--- config.mk ---
export PLATFORM = sky130hd
export DESIGN_NAME = led_fade_dimmer
export DESIGN_NICKNAME = d
export VERILOG_FILES = /design/src/rtl/ledfd_pkg.sv /design/src/rtl/led_fade_dimmer.sv /design/src/rtl/ledfd_front.sv /design/src/rtl/ledfd_queue.sv /design/src/rtl/ledfd_div.sv /design/src/rtl/ledfd_back.sv
export SDC_FILE = /design/constraint.sdc
export NUM_CORES = 1
export LEC_CHECK = 0
export BUFFER_PORTS_ARGS = -buffer_cell sky130_fd_sc_hd__buf_2
export CAP_MARGIN = 10
export CORE_MARGIN = 2
export CORE_UTILIZATION = 40
export CTS_BUF_LIST = sky130_fd_sc_hd__clkbuf_2 sky130_fd_sc_hd__clkbuf_4 sky130_fd_sc_hd__clkbuf_8
export DETAILED_ROUTE_END_ITERATION = 16
export MAX_ROUTING_LAYER = met4
export PLACE_DENSITY_LB_ADDON = 0.15
export SLEW_MARGIN = 15
export SYNTH_ARGS = -nofsm -noshare
export SYNTH_HDL_FRONTEND = slang
export SYNTH_SLANG_ARGS = --single-unit
--- constraint.sdc ---
create_clock -name clk -period 4.98 [get_ports clk]
set_clock_uncertainty 0.1 [all_clocks]
set_input_delay 0.249 -clock clk [delete_from_list [all_inputs] [get_ports clk]]
set_output_delay 0.249 -clock clk [all_outputs]
set_load 0.01 [all_outputs]
--- src/rtl/ledfd_pkg.sv ---
`timescale 1ns / 1ps
// ----------------------------------------------------------------------------
// ledfd_pkg
// Types and constants shared by the LED fade dimmer modules.
// ----------------------------------------------------------------------------
package ledfd_pkg;

  localparam int FRAME_BYTES = 10;

  localparam int STEP_W  = 10;
  localparam int LEVEL_W = 8;
  localparam int RAMP_W  = 16;
  localparam int FADE_W  = 14;
  localparam int NUM_W   = RAMP_W + LEVEL_W;

  localparam int QUEUE_DEPTH = 2;
  localparam int QPTR_W      = $clog2(QUEUE_DEPTH);
  localparam int QCNT_W      = $clog2(QUEUE_DEPTH + 1);

  localparam int DIV_STEPS = NUM_W;
  localparam int DCNT_W    = $clog2(DIV_STEPS + 1);

  localparam logic [1:0] CMD_FRAME  = 2'd0;
  localparam logic [1:0] CMD_TICK   = 2'd1;
  localparam logic [1:0] CMD_BUTTON = 2'd2;

  localparam logic [7:0] CODE_FADE   = 8'd1;
  localparam logic [7:0] CODE_TARGET = 8'd2;

  localparam logic [1:0] MODE_LEVEL = 2'd0;
  localparam logic [1:0] MODE_OFF   = 2'd1;
  localparam logic [1:0] MODE_FULL  = 2'd2;

  localparam logic [7:0]         MARK_START = 8'h28;
  localparam logic [7:0]         MARK_END   = 8'h29;
  localparam logic [7:0]         FADE_LIMIT = 8'h0A;
  localparam logic [FADE_W-1:0]  FADE_UNIT  = 14'd1000;
  localparam logic [LEVEL_W-1:0] LEVEL_MAX  = 8'd255;
  localparam logic [STEP_W-1:0]  STEP_RESET = 10'd10;
  localparam logic [FADE_W-1:0]  FADE_RESET = 14'd6000;

  typedef struct packed {
    logic [1:0] cmd;
    logic [7:0] rx_byte_0;
    logic [7:0] rx_byte_1;
    logic [7:0] rx_byte_2;
    logic [7:0] rx_byte_3;
    logic [7:0] rx_byte_4;
    logic [7:0] rx_byte_5;
    logic [7:0] rx_byte_6;
    logic [7:0] rx_byte_7;
    logic [7:0] rx_byte_8;
    logic [7:0] rx_byte_9;
  } ledfd_in_t;

  typedef struct packed {
    logic       ack_send;
    logic       drive_update;
    logic [1:0] drive_mode;
    logic [7:0] level;
  } ledfd_out_t;

  typedef enum logic [2:0] {
    OP_NONE,
    OP_FADE,
    OP_TARGET,
    OP_ACK,
    OP_TICK,
    OP_BUTTON
  } ledfd_op_t;

  typedef struct packed {
    ledfd_op_t  op;
    logic [7:0] val;
  } ledfd_entry_t;

  typedef enum logic [1:0] {
    B_IDLE,
    B_DIV,
    B_EMIT
  } ledfd_bstate_t;

endpackage

--- src/rtl/led_fade_dimmer.sv ---
`timescale 1ns / 1ps
// ----------------------------------------------------------------------------
// led_fade_dimmer
// LED fade dimmer: frame, tick and button decode with a divided fade ramp.
// ----------------------------------------------------------------------------
// Frames, buttons and ticks at target go from the queue to the emit state;
//   a ramping tick first runs the 24-step divider. The next op is popped
//   only once the result is loaded, which waits while the output is stalled.
// reset: synchronous active low, control regs at once, no sweep
// ----------------------------------------------------------------------------
module led_fade_dimmer (
  input  logic                           clk,
  input  logic                           rst_n,
  input  logic                           in_valid,
  output logic                           in_ready,
  input  ledfd_pkg::ledfd_in_t           in_item,
  output logic                           out_valid,
  input  logic                           out_ready,
  output ledfd_pkg::ledfd_out_t          out_item,
  input  logic                           cfg_valid,
  output logic                           cfg_ready,
  input  logic [ledfd_pkg::STEP_W-1:0]   cfg_data
);
  import ledfd_pkg::*;

  logic         q_full;
  logic         q_empty;
  logic         push_valid;
  ledfd_entry_t push_entry;
  logic         q_pop;
  ledfd_entry_t q_entry;

  assign cfg_ready = 1'b1;

  ledfd_front u_front (
    .in_item    (in_item),
    .in_valid   (in_valid),
    .in_ready   (in_ready),
    .q_full     (q_full),
    .push_valid (push_valid),
    .push_entry (push_entry)
  );

  ledfd_queue u_queue (
    .clk        (clk),
    .rst_n      (rst_n),
    .push       (push_valid),
    .push_entry (push_entry),
    .pop        (q_pop),
    .pop_entry  (q_entry),
    .full       (q_full),
    .empty      (q_empty)
  );

  ledfd_back u_back (
    .clk       (clk),
    .rst_n     (rst_n),
    .cfg_valid (cfg_valid),
    .cfg_data  (cfg_data),
    .q_empty   (q_empty),
    .q_entry   (q_entry),
    .q_pop     (q_pop),
    .out_valid (out_valid),
    .out_ready (out_ready),
    .out_item  (out_item)
  );

endmodule

--- src/rtl/ledfd_front.sv ---
`timescale 1ns / 1ps
// ----------------------------------------------------------------------------
// ledfd_front
// Accepts input items, checks frame markers and decodes each item into an op.
// ----------------------------------------------------------------------------
module ledfd_front (
  input  ledfd_pkg::ledfd_in_t    in_item,
  input  logic                    in_valid,
  output logic                    in_ready,
  input  logic                    q_full,
  output logic                    push_valid,
  output ledfd_pkg::ledfd_entry_t push_entry
);
  import ledfd_pkg::*;

  logic [8:0] end_pos;
  logic [7:0] end_byte;
  logic       frame_ok;

  assign end_pos = {1'b0, in_item.rx_byte_1} + 9'd2;

  always_comb begin
    case (end_pos[3:0])
      4'd2:    end_byte = in_item.rx_byte_2;
      4'd3:    end_byte = in_item.rx_byte_3;
      4'd4:    end_byte = in_item.rx_byte_4;
      4'd5:    end_byte = in_item.rx_byte_5;
      4'd6:    end_byte = in_item.rx_byte_6;
      4'd7:    end_byte = in_item.rx_byte_7;
      4'd8:    end_byte = in_item.rx_byte_8;
      4'd9:    end_byte = in_item.rx_byte_9;
      default: end_byte = 8'h00;
    endcase
  end

  assign frame_ok = (in_item.rx_byte_0 == MARK_START) &&
                    (end_pos < 9'(FRAME_BYTES)) && (end_pos <= 9'd9) &&
                    (end_byte == MARK_END);

  always_comb begin
    push_entry.val = in_item.rx_byte_3;
    push_entry.op  = OP_NONE;
    case (in_item.cmd)
      CMD_FRAME: begin
        if (frame_ok) begin
          if (in_item.rx_byte_2 == CODE_FADE) begin
            push_entry.op = (in_item.rx_byte_3 <= FADE_LIMIT) ? OP_FADE : OP_NONE;
          end else if (in_item.rx_byte_2 == CODE_TARGET) begin
            push_entry.op = OP_TARGET;
          end else begin
            push_entry.op = OP_ACK;
          end
        end
      end
      CMD_TICK:   push_entry.op = OP_TICK;
      CMD_BUTTON: push_entry.op = OP_BUTTON;
      default:    push_entry.op = OP_NONE;
    endcase
  end

  assign in_ready   = !q_full;
  assign push_valid = in_valid && !q_full;

endmodule

--- src/rtl/ledfd_queue.sv ---
`timescale 1ns / 1ps
// ----------------------------------------------------------------------------
// ledfd_queue
// Short first-in first-out queue of decoded ops between front and back.
// ----------------------------------------------------------------------------
module ledfd_queue (
  input  logic                    clk,
  input  logic                    rst_n,
  input  logic                    push,
  input  ledfd_pkg::ledfd_entry_t push_entry,
  input  logic                    pop,
  output ledfd_pkg::ledfd_entry_t pop_entry,
  output logic                    full,
  output logic                    empty
);
  import ledfd_pkg::*;

  ledfd_entry_t      slot_r [QUEUE_DEPTH];
  logic [QPTR_W-1:0] wr_ptr_r, wr_ptr_nxt;
  logic [QPTR_W-1:0] rd_ptr_r, rd_ptr_nxt;
  logic [QCNT_W-1:0] count_r, count_nxt;
  logic              do_push, do_pop;

  assign full    = (count_r == QCNT_W'(QUEUE_DEPTH));
  assign empty   = (count_r == '0);
  assign do_push = push && !full;
  assign do_pop  = pop && !empty;

  assign pop_entry = slot_r[rd_ptr_r];

  always_comb begin
    wr_ptr_nxt = wr_ptr_r;
    rd_ptr_nxt = rd_ptr_r;
    count_nxt  = count_r;
    if (do_push) begin
      wr_ptr_nxt = (wr_ptr_r == QPTR_W'(QUEUE_DEPTH - 1)) ? '0 : wr_ptr_r + 1'b1;
    end
    if (do_pop) begin
      rd_ptr_nxt = (rd_ptr_r == QPTR_W'(QUEUE_DEPTH - 1)) ? '0 : rd_ptr_r + 1'b1;
    end
    if (do_push && !do_pop) begin
      count_nxt = count_r + 1'b1;
    end else if (do_pop && !do_push) begin
      count_nxt = count_r - 1'b1;
    end
  end

  always_ff @(posedge clk) begin
    if (!rst_n) begin
      wr_ptr_r <= '0;
      rd_ptr_r <= '0;
      count_r  <= '0;
    end else begin
      wr_ptr_r <= wr_ptr_nxt;
      rd_ptr_r <= rd_ptr_nxt;
      count_r  <= count_nxt;
    end
  end

  always_ff @(posedge clk) begin
    if (do_push) begin
      slot_r[wr_ptr_r] <= push_entry;
    end
  end

endmodule

--- src/rtl/ledfd_div.sv ---
`timescale 1ns / 1ps
// ----------------------------------------------------------------------------
// ledfd_div
// Restoring divider, one quotient bit per cycle, result saturated to a level.
// ----------------------------------------------------------------------------
module ledfd_div (
  input  logic                                 clk,
  input  logic                                 rst_n,
  input  logic                                 start,
  input  logic [ledfd_pkg::NUM_W-1:0]          num,
  input  logic [ledfd_pkg::FADE_W-1:0]         den,
  output logic                                 done,
  output logic [ledfd_pkg::LEVEL_W-1:0]        quot
);
  import ledfd_pkg::*;

  logic              busy_r, busy_nxt;
  logic              done_r, done_nxt;
  logic [DCNT_W-1:0] cnt_r, cnt_nxt;
  logic [NUM_W-1:0]  quo_r, quo_nxt;
  logic [FADE_W-1:0] rem_r, rem_nxt;
  logic [FADE_W-1:0] den_r, den_nxt;
  logic [FADE_W:0]   rem_sh;
  logic [FADE_W:0]   rem_sub;

  assign rem_sh  = {rem_r, quo_r[NUM_W-1]};
  assign rem_sub = rem_sh - {1'b0, den_r};

  always_comb begin
    busy_nxt = busy_r;
    done_nxt = 1'b0;
    cnt_nxt  = cnt_r;
    quo_nxt  = quo_r;
    rem_nxt  = rem_r;
    den_nxt  = den_r;
    if (start) begin
      busy_nxt = 1'b1;
      cnt_nxt  = DCNT_W'(DIV_STEPS);
      quo_nxt  = num;
      rem_nxt  = '0;
      den_nxt  = den;
    end else if (busy_r) begin
      if (rem_sh >= {1'b0, den_r}) begin
        rem_nxt = rem_sub[FADE_W-1:0];
        quo_nxt = {quo_r[NUM_W-2:0], 1'b1};
      end else begin
        rem_nxt = rem_sh[FADE_W-1:0];
        quo_nxt = {quo_r[NUM_W-2:0], 1'b0};
      end
      cnt_nxt = cnt_r - 1'b1;
      if (cnt_r == DCNT_W'(1)) begin
        busy_nxt = 1'b0;
        done_nxt = 1'b1;
      end
    end
  end

  always_ff @(posedge clk) begin
    if (!rst_n) begin
      busy_r <= 1'b0;
      done_r <= 1'b0;
      cnt_r  <= '0;
    end else begin
      busy_r <= busy_nxt;
      done_r <= done_nxt;
      cnt_r  <= cnt_nxt;
    end
  end

  always_ff @(posedge clk) begin
    quo_r <= quo_nxt;
    rem_r <= rem_nxt;
    den_r <= den_nxt;
  end

  assign done = done_r;
  assign quot = (quo_r[NUM_W-1:LEVEL_W] != '0) ? LEVEL_MAX : quo_r[LEVEL_W-1:0];

endmodule

--- src/rtl/ledfd_back.sv ---
`timescale 1ns / 1ps
// ----------------------------------------------------------------------------
// ledfd_back
// Executes decoded ops in order: fade state, ramp counter, level, result.
// ----------------------------------------------------------------------------
module ledfd_back (
  input  logic                                 clk,
  input  logic                                 rst_n,
  input  logic                                 cfg_valid,
  input  logic [ledfd_pkg::STEP_W-1:0]         cfg_data,
  input  logic                                 q_empty,
  input  ledfd_pkg::ledfd_entry_t              q_entry,
  output logic                                 q_pop,
  output logic                                 out_valid,
  input  logic                                 out_ready,
  output ledfd_pkg::ledfd_out_t                out_item
);
  import ledfd_pkg::*;

  ledfd_bstate_t      state_r, state_nxt;
  logic [STEP_W-1:0]  step_r, step_nxt;
  logic [LEVEL_W-1:0] target_r, target_nxt;
  logic [LEVEL_W-1:0] current_r, current_nxt;
  logic [RAMP_W-1:0]  ramp_r, ramp_nxt;
  logic [FADE_W-1:0]  fade_r, fade_nxt;
  logic               light_r, light_nxt;
  logic               ack_r, ack_nxt;
  logic               upd_r, upd_nxt;
  logic [1:0]         mode_r, mode_nxt;
  logic               out_valid_r, out_valid_nxt;
  ledfd_out_t         out_item_r, out_item_nxt;

  logic [RAMP_W:0]    ramp_up;
  logic [RAMP_W-1:0]  ramp_up_sat;
  logic [RAMP_W-1:0]  ramp_dn_sat;
  logic               div_start;
  logic [NUM_W-1:0]   div_num;
  logic               div_done;
  logic [LEVEL_W-1:0] div_quot;
  logic               slot_free;

  assign ramp_up     = {1'b0, ramp_r} + (RAMP_W + 1)'(step_r);
  assign ramp_up_sat = ramp_up[RAMP_W] ? '1 : ramp_up[RAMP_W-1:0];
  assign ramp_dn_sat = (ramp_r > RAMP_W'(step_r)) ? ramp_r - RAMP_W'(step_r) : '0;
  assign div_num     = {ramp_nxt, {LEVEL_W{1'b0}}} - NUM_W'(ramp_nxt);
  assign slot_free   = !out_valid_r || out_ready;
  assign q_pop       = (state_r == B_IDLE) && !q_empty;

  always_comb begin
    state_nxt     = state_r;
    step_nxt      = cfg_valid ? cfg_data : step_r;
    target_nxt    = target_r;
    current_nxt   = current_r;
    ramp_nxt      = ramp_r;
    fade_nxt      = fade_r;
    light_nxt     = light_r;
    ack_nxt       = ack_r;
    upd_nxt       = upd_r;
    mode_nxt      = mode_r;
    out_valid_nxt = out_valid_r && !out_ready;
    out_item_nxt  = out_item_r;
    div_start     = 1'b0;
    case (state_r)
      B_IDLE: begin
        if (!q_empty) begin
          ack_nxt   = 1'b0;
          upd_nxt   = 1'b0;
          mode_nxt  = MODE_LEVEL;
          state_nxt = B_EMIT;
          case (q_entry.op)
            OP_FADE:   fade_nxt = FADE_W'(FADE_UNIT * FADE_W'(q_entry.val));
            OP_TARGET: target_nxt = q_entry.val;
            OP_ACK:    ack_nxt = 1'b1;
            OP_BUTTON: begin
              light_nxt  = !light_r;
              target_nxt = light_r ? '0 : LEVEL_MAX;
            end
            OP_TICK: begin
              upd_nxt = 1'b1;
              if (target_r != current_r) begin
                if (fade_r == '0) begin
                  current_nxt = target_r;
                end else begin
                  ramp_nxt  = (target_r > current_r) ? ramp_up_sat : ramp_dn_sat;
                  div_start = 1'b1;
                  state_nxt = B_DIV;
                end
              end else begin
                mode_nxt = light_r ? MODE_FULL : MODE_OFF;
              end
            end
            default: ;
          endcase
        end
      end
      B_DIV: begin
        if (div_done) begin
          current_nxt = div_quot;
          state_nxt   = B_EMIT;
        end
      end
      B_EMIT: begin
        if (slot_free) begin
          out_item_nxt.ack_send     = ack_r;
          out_item_nxt.drive_update = upd_r;
          out_item_nxt.drive_mode   = mode_r;
          out_item_nxt.level        = current_r;
          out_valid_nxt             = 1'b1;
          state_nxt                 = B_IDLE;
        end
      end
      default: state_nxt = B_IDLE;
    endcase
  end

  always_ff @(posedge clk) begin
    if (!rst_n) begin
      state_r     <= B_IDLE;
      step_r      <= STEP_RESET;
      target_r    <= '0;
      current_r   <= '0;
      ramp_r      <= '0;
      fade_r      <= FADE_RESET;
      light_r     <= 1'b0;
      ack_r       <= 1'b0;
      upd_r       <= 1'b0;
      mode_r      <= MODE_LEVEL;
      out_valid_r <= 1'b0;
    end else begin
      state_r     <= state_nxt;
      step_r      <= step_nxt;
      target_r    <= target_nxt;
      current_r   <= current_nxt;
      ramp_r      <= ramp_nxt;
      fade_r      <= fade_nxt;
      light_r     <= light_nxt;
      ack_r       <= ack_nxt;
      upd_r       <= upd_nxt;
      mode_r      <= mode_nxt;
      out_valid_r <= out_valid_nxt;
    end
  end

  always_ff @(posedge clk) begin
    out_item_r <= out_item_nxt;
  end

  ledfd_div u_div (
    .clk   (clk),
    .rst_n (rst_n),
    .start (div_start),
    .num   (div_num),
    .den   (fade_r),
    .done  (div_done),
    .quot  (div_quot)
  );

  assign out_valid = out_valid_r;
  assign out_item  = out_item_r;

`ifndef NO_ASSERTIONS
  a_done_in_div: assert property (@(posedge clk) disable iff (!rst_n)
    div_done |-> state_r == B_DIV)
    else $error("divider finished outside the divide state");

  a_emit_loads: assert property (@(posedge clk) disable iff (!rst_n)
    (state_r == B_EMIT && slot_free) |=> (out_valid_r && state_r == B_IDLE))
    else $error("result not loaded on emit");

  a_zero_fade: assert property (@(posedge clk) disable iff (!rst_n)
    (q_pop && fade_r == '0) |=> state_r != B_DIV)
    else $error("divide started with zero fade time");

  a_pop_idle_only: assert property (@(posedge clk) disable iff (!rst_n)
    (state_r != B_IDLE) |=> $stable(target_r) || $past(state_r) == B_IDLE)
    else $error("target changed outside op dispatch");
`endif

endmodule

Word-level counts from Yosys, hierarchy flattened
Memories as Yosys holds them, arrays and structs flattened. A register that Yosys moved wholly into a read port is not among the register bits.
Index checks and enable logic that the tools add are counted.
- register bits after elaboration: 133
- memories kept: 1
- RAM bits: 22
- latch bits: 0
- memory bits (read-only): 0
- output and inout bits: 15
- memories (name ; depth ; bits a word ; read ports ; clocked after memory_dff ; write ports ; line ; source):
    u_queue.slot_r ; 2 ; 11 ; 1 ; 1 ; 1 ; ledfd_queue.sv:18 ; ledfd_entry_t slot_r [QUEUE_DEPTH];
- shift-type cells: 0
- equal/unequal tests: 30
- reduce and logical (&&, ||, !) cells: 36
- $lt $le $gt $ge: 6
- muxes and demuxes: 60
- bitwise logic cells: 3
- $mul: 1
- divide/modulo/power cells: 0
- $add $sub $neg: 10
- operators with widths (kind ; number):
    $mux 16 ; 8
    $pmux 8 s8 ; 1
    $mux 8 ; 7
    $mux 24 ; 2
    $pmux 8 s2 ; 2
    $sub 24x16->24 ; 1
    $mux 1 ; 22
    $mux 2 ; 11
    $add 16x10->17 ; 1
    $eq 4x3->1 const B ; 4
    $eq 8x6->1 const B ; 2
    $gt 16x10->1 ; 1
    $reduce_bool 16->1 ; 1
    $sub 16x10->16 ; 1
    $ge 15x14->1 ; 1
    $logic_not 14->1 ; 1
    $mux 14 ; 1
    $sub 14x14->14 ; 1
    $reduce_and 3->1 ; 4
    $mul 7x8->11 const A ; 1
    $logic_and 1x1->1 ; 10
    $mux 5 ; 2
    $ne 2x2->1 const B ; 5
    $add 8x2->9 const B ; 1
    other kinds (32) ; 55

Depth between registers and ports, before layout
- depth after elaboration: 10
- gate-level depth with buffers: 22
- depth with buffers taken out: 21

Modules after synthesis
From an unflattened synthesis, not the netlist that was laid out.
- cell total of the unflattened synthesis: 1263
- area total of the unflattened synthesis: 11672.4 µm²
- by module, submodules not included (module ; seq. area each (µm²) ; times used ; area an instance (µm²) ; cells an instance):
    ledfd_back ; 1581.5 ; 1 ; 6790.3 ; 815
    ledfd_div ; 1561.5 ; 1 ; 3096.7 ; 279
    ledfd_queue ; 760.7 ; 1 ; 1023.5 ; 59
    ledfd_front ; 0.0 ; 1 ; 750.7 ; 108
    led_fade_dimmer ; 0.0 ; 1 ; 11.3 ; 2

Worst setup path after synthesis
OpenSTA, ideal clock, no wires.
- kind: register to register
- from: register with a tool-made name
- to: register u_back.fade_r[13]
- period minus slack after synthesis: 4933 ps
- buffers on the path: 2
- data arrival time: 4705 ps
- cell stages (with the launch flop): 21
- path slack: 47 ps
- cells stage by stage: dfxtp_1 > buf_2 > buf_1 > mux2i_1 > inv_1 > fa_1 > inv_1 > fa_1 > fa_1 > inv_1 > fa_1 > ha_1 > nor2b_1 > o21ai_0 > nand2b_1 > a21o_1 > a21oi_1 > xnor2_1 > nor2_1 > a21oi_1 > nor2_1
- RTL lines (what ; line ; source):
    end signal, assigned ; ledfd_back.sv:135 ; fade_r <= fade_nxt;
    end, declared ; ledfd_back.sv:25 ; logic [FADE_W-1:0] fade_r, fade_nxt;

Worst setup path after layout
- from: register u_back.step_r[0]
- to: register u_back.u_div.quo_r[16] (data pin)
- cells in the longest elaborated chain, start to end: 10
- elaborated cells on any way between the ends: 13
- those cells by class: add/sub: 3; order compare: 1; mux: 9
- ends and longest elaborated chain (what ; line ; source):
    start, declared ; ledfd_back.sv:21 ; logic [STEP_W-1:0] step_r, step_nxt;
    start signal, assigned ; ledfd_back.sv:131 ; step_r <= step_nxt;
    $sub 16x10->16 (tied with other cells) ; ledfd_back.sv:44 ; assign ramp_dn_sat = (ramp_r > RAMP_W'(step_r)) ? ramp_r - RAMP_W'(step_r) : '0;
    $mux 16 (on tied branches) ; ledfd_back.sv:44, ledfd_back.sv:43 ;
    $mux 16 * ; ledfd_back.sv:84 ; ramp_nxt = (target_r > current_r) ? ramp_up_sat : ramp_dn_sat;
    $mux 16 * ; ledfd_back.sv:81 ; if (fade_r == '0) begin
    $mux 16 * ; ledfd_back.sv:80 ; if (target_r != current_r) begin
    $mux 16 * ; ledfd_back.sv:70 ; case (q_entry.op)
    $mux 16 * ; ledfd_back.sv:65 ; if (!q_empty) begin
    $mux 16 * ; ledfd_back.sv:63 ; case (state_r)
    $sub 24x16->24 * ; ledfd_back.sv:45 ; assign div_num = {ramp_nxt, {LEVEL_W{1'b0}}} - NUM_W'(ramp_nxt);
    $mux 24 * ; ledfd_div.sv:36 ; if (start) begin
    via u_back.u_div.quo_nxt[16] ; ledfd_div.sv:20 ; logic [NUM_W-1:0] quo_r, quo_nxt;
    end signal, assigned ; ledfd_div.sv:71 ; quo_r <= quo_nxt;
    end, declared ; ledfd_div.sv:20 ;
The timed path passes the listed nets; every way through them passes the cells marked *.
A chain may end at the register's enable or synchronous reset.

==> out/qor.txt <==
outcome - finished, final reports clean
Setup Buffers After CTS - 0
port bufs - 110
Primary FF master, synth - dfxtp_1
area of placed instances - 12000 sq um
initial core utilization - 40.6%
hold path depth - 2
Antenna Cells - 0
Yosys reg bits - 156
Max-cap violations - 0
register area share after synthesis - 35.1%
DP Worst Slack - 0.132 ns
post-DP HPWL - 21600 um
worst skew pair latency - 0.47 ns
initial antenna violation count - 0
Core Box Area - 26800 sq um
gr usage total - 20.9%
Final setup violation count - 0
gr ovfl total - 0
CP Class - flip-flop to flip-flop
r2r endpoint - u_back.u_div.quo_r[16]
hold worst-path end - u_queue.slot_r[0][8]
GR Util met3 - 2.95%
cell count after synthesis - 1212
residual DRC count - 0
final antenna-violating net count - 0
Reg2Reg Setup Slack - 0.24 ns
Die ar. - 28500 sq um
Reg2Reg Depth - 15
TritonCTS clock tree - built
hold slack - 0.0390 ns
Worst Setup End Kind - flip-flop
first drt pass iteration count - 5
Die Ht - 169 um
routability congestion estimate - 0.902
most common cell after layout, fill and taps aside - nor2_1
Rows - 60
IO Pins - 112
crit path time final - 4.74 ns
GRT met2 Usage - 31.6%
first-pass GRT wire length - 46000 um
H-tree levels - 4
fin. max-slew vios - 0
# fillers - 2570
Leak Pwr - 5.33 nW
reg2reg start - u_back.step_r[0]
fin crit share - 95.2%
clock slew at reported path FFs - 0.11 ns
met1 Use GR - 29.5%
HP Start - in_item[80]
Worst Path Arrival - 4.85 ns
DR iter-0 viols - 640
overall routed net length - 28300 um
maximum clock rate - 211 MHz
CTS Root Cell - clkbuf_8
Critical Path Fanout Max - 4
Die X - 169 um
Max Buffers Root-to-Sink - 2
Synth Cell Area - 10900 sq um
Worst Tran Pin Value - 0.993 ns
Fin. Hold Viols - 0
Peak VDD IR - 0.401 mV
HP Class - input port to flip-flop
CTS sink count - 156
Num CTS Buffers - 17
fin nets - 1547
final instance area - 12700 sq um
setup ws final - 0.239 ns
WL/cell - 16.5 um
vias in the first global route - 8779
most frequent cells in the layout - nor2_1 (116), buf_2 (110), inv_1 (95)
synth top area cells - edfxtp_1 (19%), dfxtp_1 (16%), ha_1 (8.4%)
Critical Path Source Type - flip-flop
largest net degree at the start of global routing - 47
Area growth syn-to-layout - 16.9%
global routing's busiest layer - met2
area leader, netlist - edfxtp_1
async set-reset flop share out of synthesis - 0%
post-synth top area share - 19.0%
syn_nets - 1402
Worst EP required - 5.09 ns
Slew HR - 33.7%
EDFF count, synth - 69
layout cells sized above 1 - 18.7%
Avg Synthesized Cell Area - 8.98 sq um
pwr/cell area - 588 nW/um^2
post-synthesis cell type count - 94
Final TNS setup - 0 ns
Synth Warn # - 0
DR vias/cell - 5.39
via count - 9229
Critical path origin - u_back.step_r[0]
repair_timing:
item / 4_1_cts / 5_1_grt
setup endpoints to repair: 0 / 11
hold buffers: 18 / 0
endpoints found under the hold margin: 26 / 0
gates resized for setup: 0 / 27
through the flow:
stage / util (%) / total power [W] / cells
after floorplan: - / 0.00540 / 1212
final: 47.5 / 0.00748 / 1711
after CTS: 47.1 / 0.00750 / 1711
after detailed placement: 44.9 / 0.00648 / 1661
after global routing: 47.5 / 0.00820 / 1711
after global placement: 44.9 / 0.00643 / 1661
power by group:
group / internal, W / leakage (nW) / total (W) / switching, W
logic: 0.00220 / 3.78 / 0.00475 / 0.00254
clock network: 0.000381 / 0.202 / 0.000964 / 0.000583
registers: 0.00160 / 1.34 / 0.00177 / 0.000167
layer usage:
metal  wire (um)  part of all wire (%)
met1       14300                    51
met2       12400                    44
met3        1240                   4.4
met4         345                   1.2
met5           0                     0
registers in the layout (all words and copies together) (netlist names), 2 cells and up, named ones only:
| register | cells |
|---|---|
| u_back.target_r | 8 |
| u_back.fade_r | 11 |
| u_back.u_div.cnt_r | 5 |
| u_back.out_item | 12 |
| u_back.u_div.rem_r | 14 |
| u_back.current_r | 8 |
| u_back.state_r | 2 |
| u_back.u_div.den_r | 11 |
| u_queue.slot_r | 22 |
| u_back.u_div.quo_r | 24 |
| u_back.ramp_r | 16 |
| u_queue.count_r | 2 |
| u_back.step_r | 10 |
| u_back.mode_r | 2 |
cell families after synthesis:
kind of cell | share of synthesized area (%)
other | 0.0345
flip-flops | 35.1
adder cells (fa/ha/maj) | 12.1
AO/OA/AOI/OAI | 18.9
buffers and inverters | 5.53
multiplexers | 5.52
XOR/XNOR | 4.43
AND/OR/NAND/NOR | 18.5
synthesized netlist by cell type, types with 23 or more instances:
master,n
a21oi_1,67
xnor2_1,35
nand2_1,92
nor3_1,23
dfxtp_1,87
clkbuf_1,43
edfxtp_1,69
mux2i_1,42
nor2_1,116
o21ai_0,66
ha_1,73
inv_1,97
critical path: stages (launching register included):
cell,delay [ns]
dfxtp_1,0.35
ha_1,0.23
fa_1,0.42
nor2b_1,0.17
o311a_1,0.36
o211ai_1,0.26
nand3_1,0.19
a2111oi_0,0.45
a211oi_1,0.14
o32ai_2,0.38
ha_1,0.32
nor2_1,0.14
nand2_1,0.08
and4b_1,0.20
or3_1,0.37
a221o_1,0.32
worst max-delay path by stage:
stage                        endpoint  slack (ns)
5_1_grt        u_back.u_div.quo_r[16]      -0.002
6_report       u_back.u_div.quo_r[16]        0.24
3_3_place_gp        u_back.fade_r[13]        0.14
2_1_floorplan       u_back.fade_r[13]        0.05
4_1_cts        u_back.u_div.quo_r[16]        0.10
3_5_place_dp        u_back.fade_r[13]        0.13
area by class of cell:
class / count / area (sq um) / area share [%]
Clock buffer: 17 / 234 / 1.84
Inverter: 98 / 368 / 2.89
Sequential cell: 156 / 3820 / 30.0
Multi-Input combinational cell: 901 / 6560 / 51.5
Timing Repair Buffer: 183 / 1150 / 9.02
Tap cell: 341 / 427 / 3.35
Clock inverter: 15 / 174 / 1.37
(Power assumes the default switching activity.)
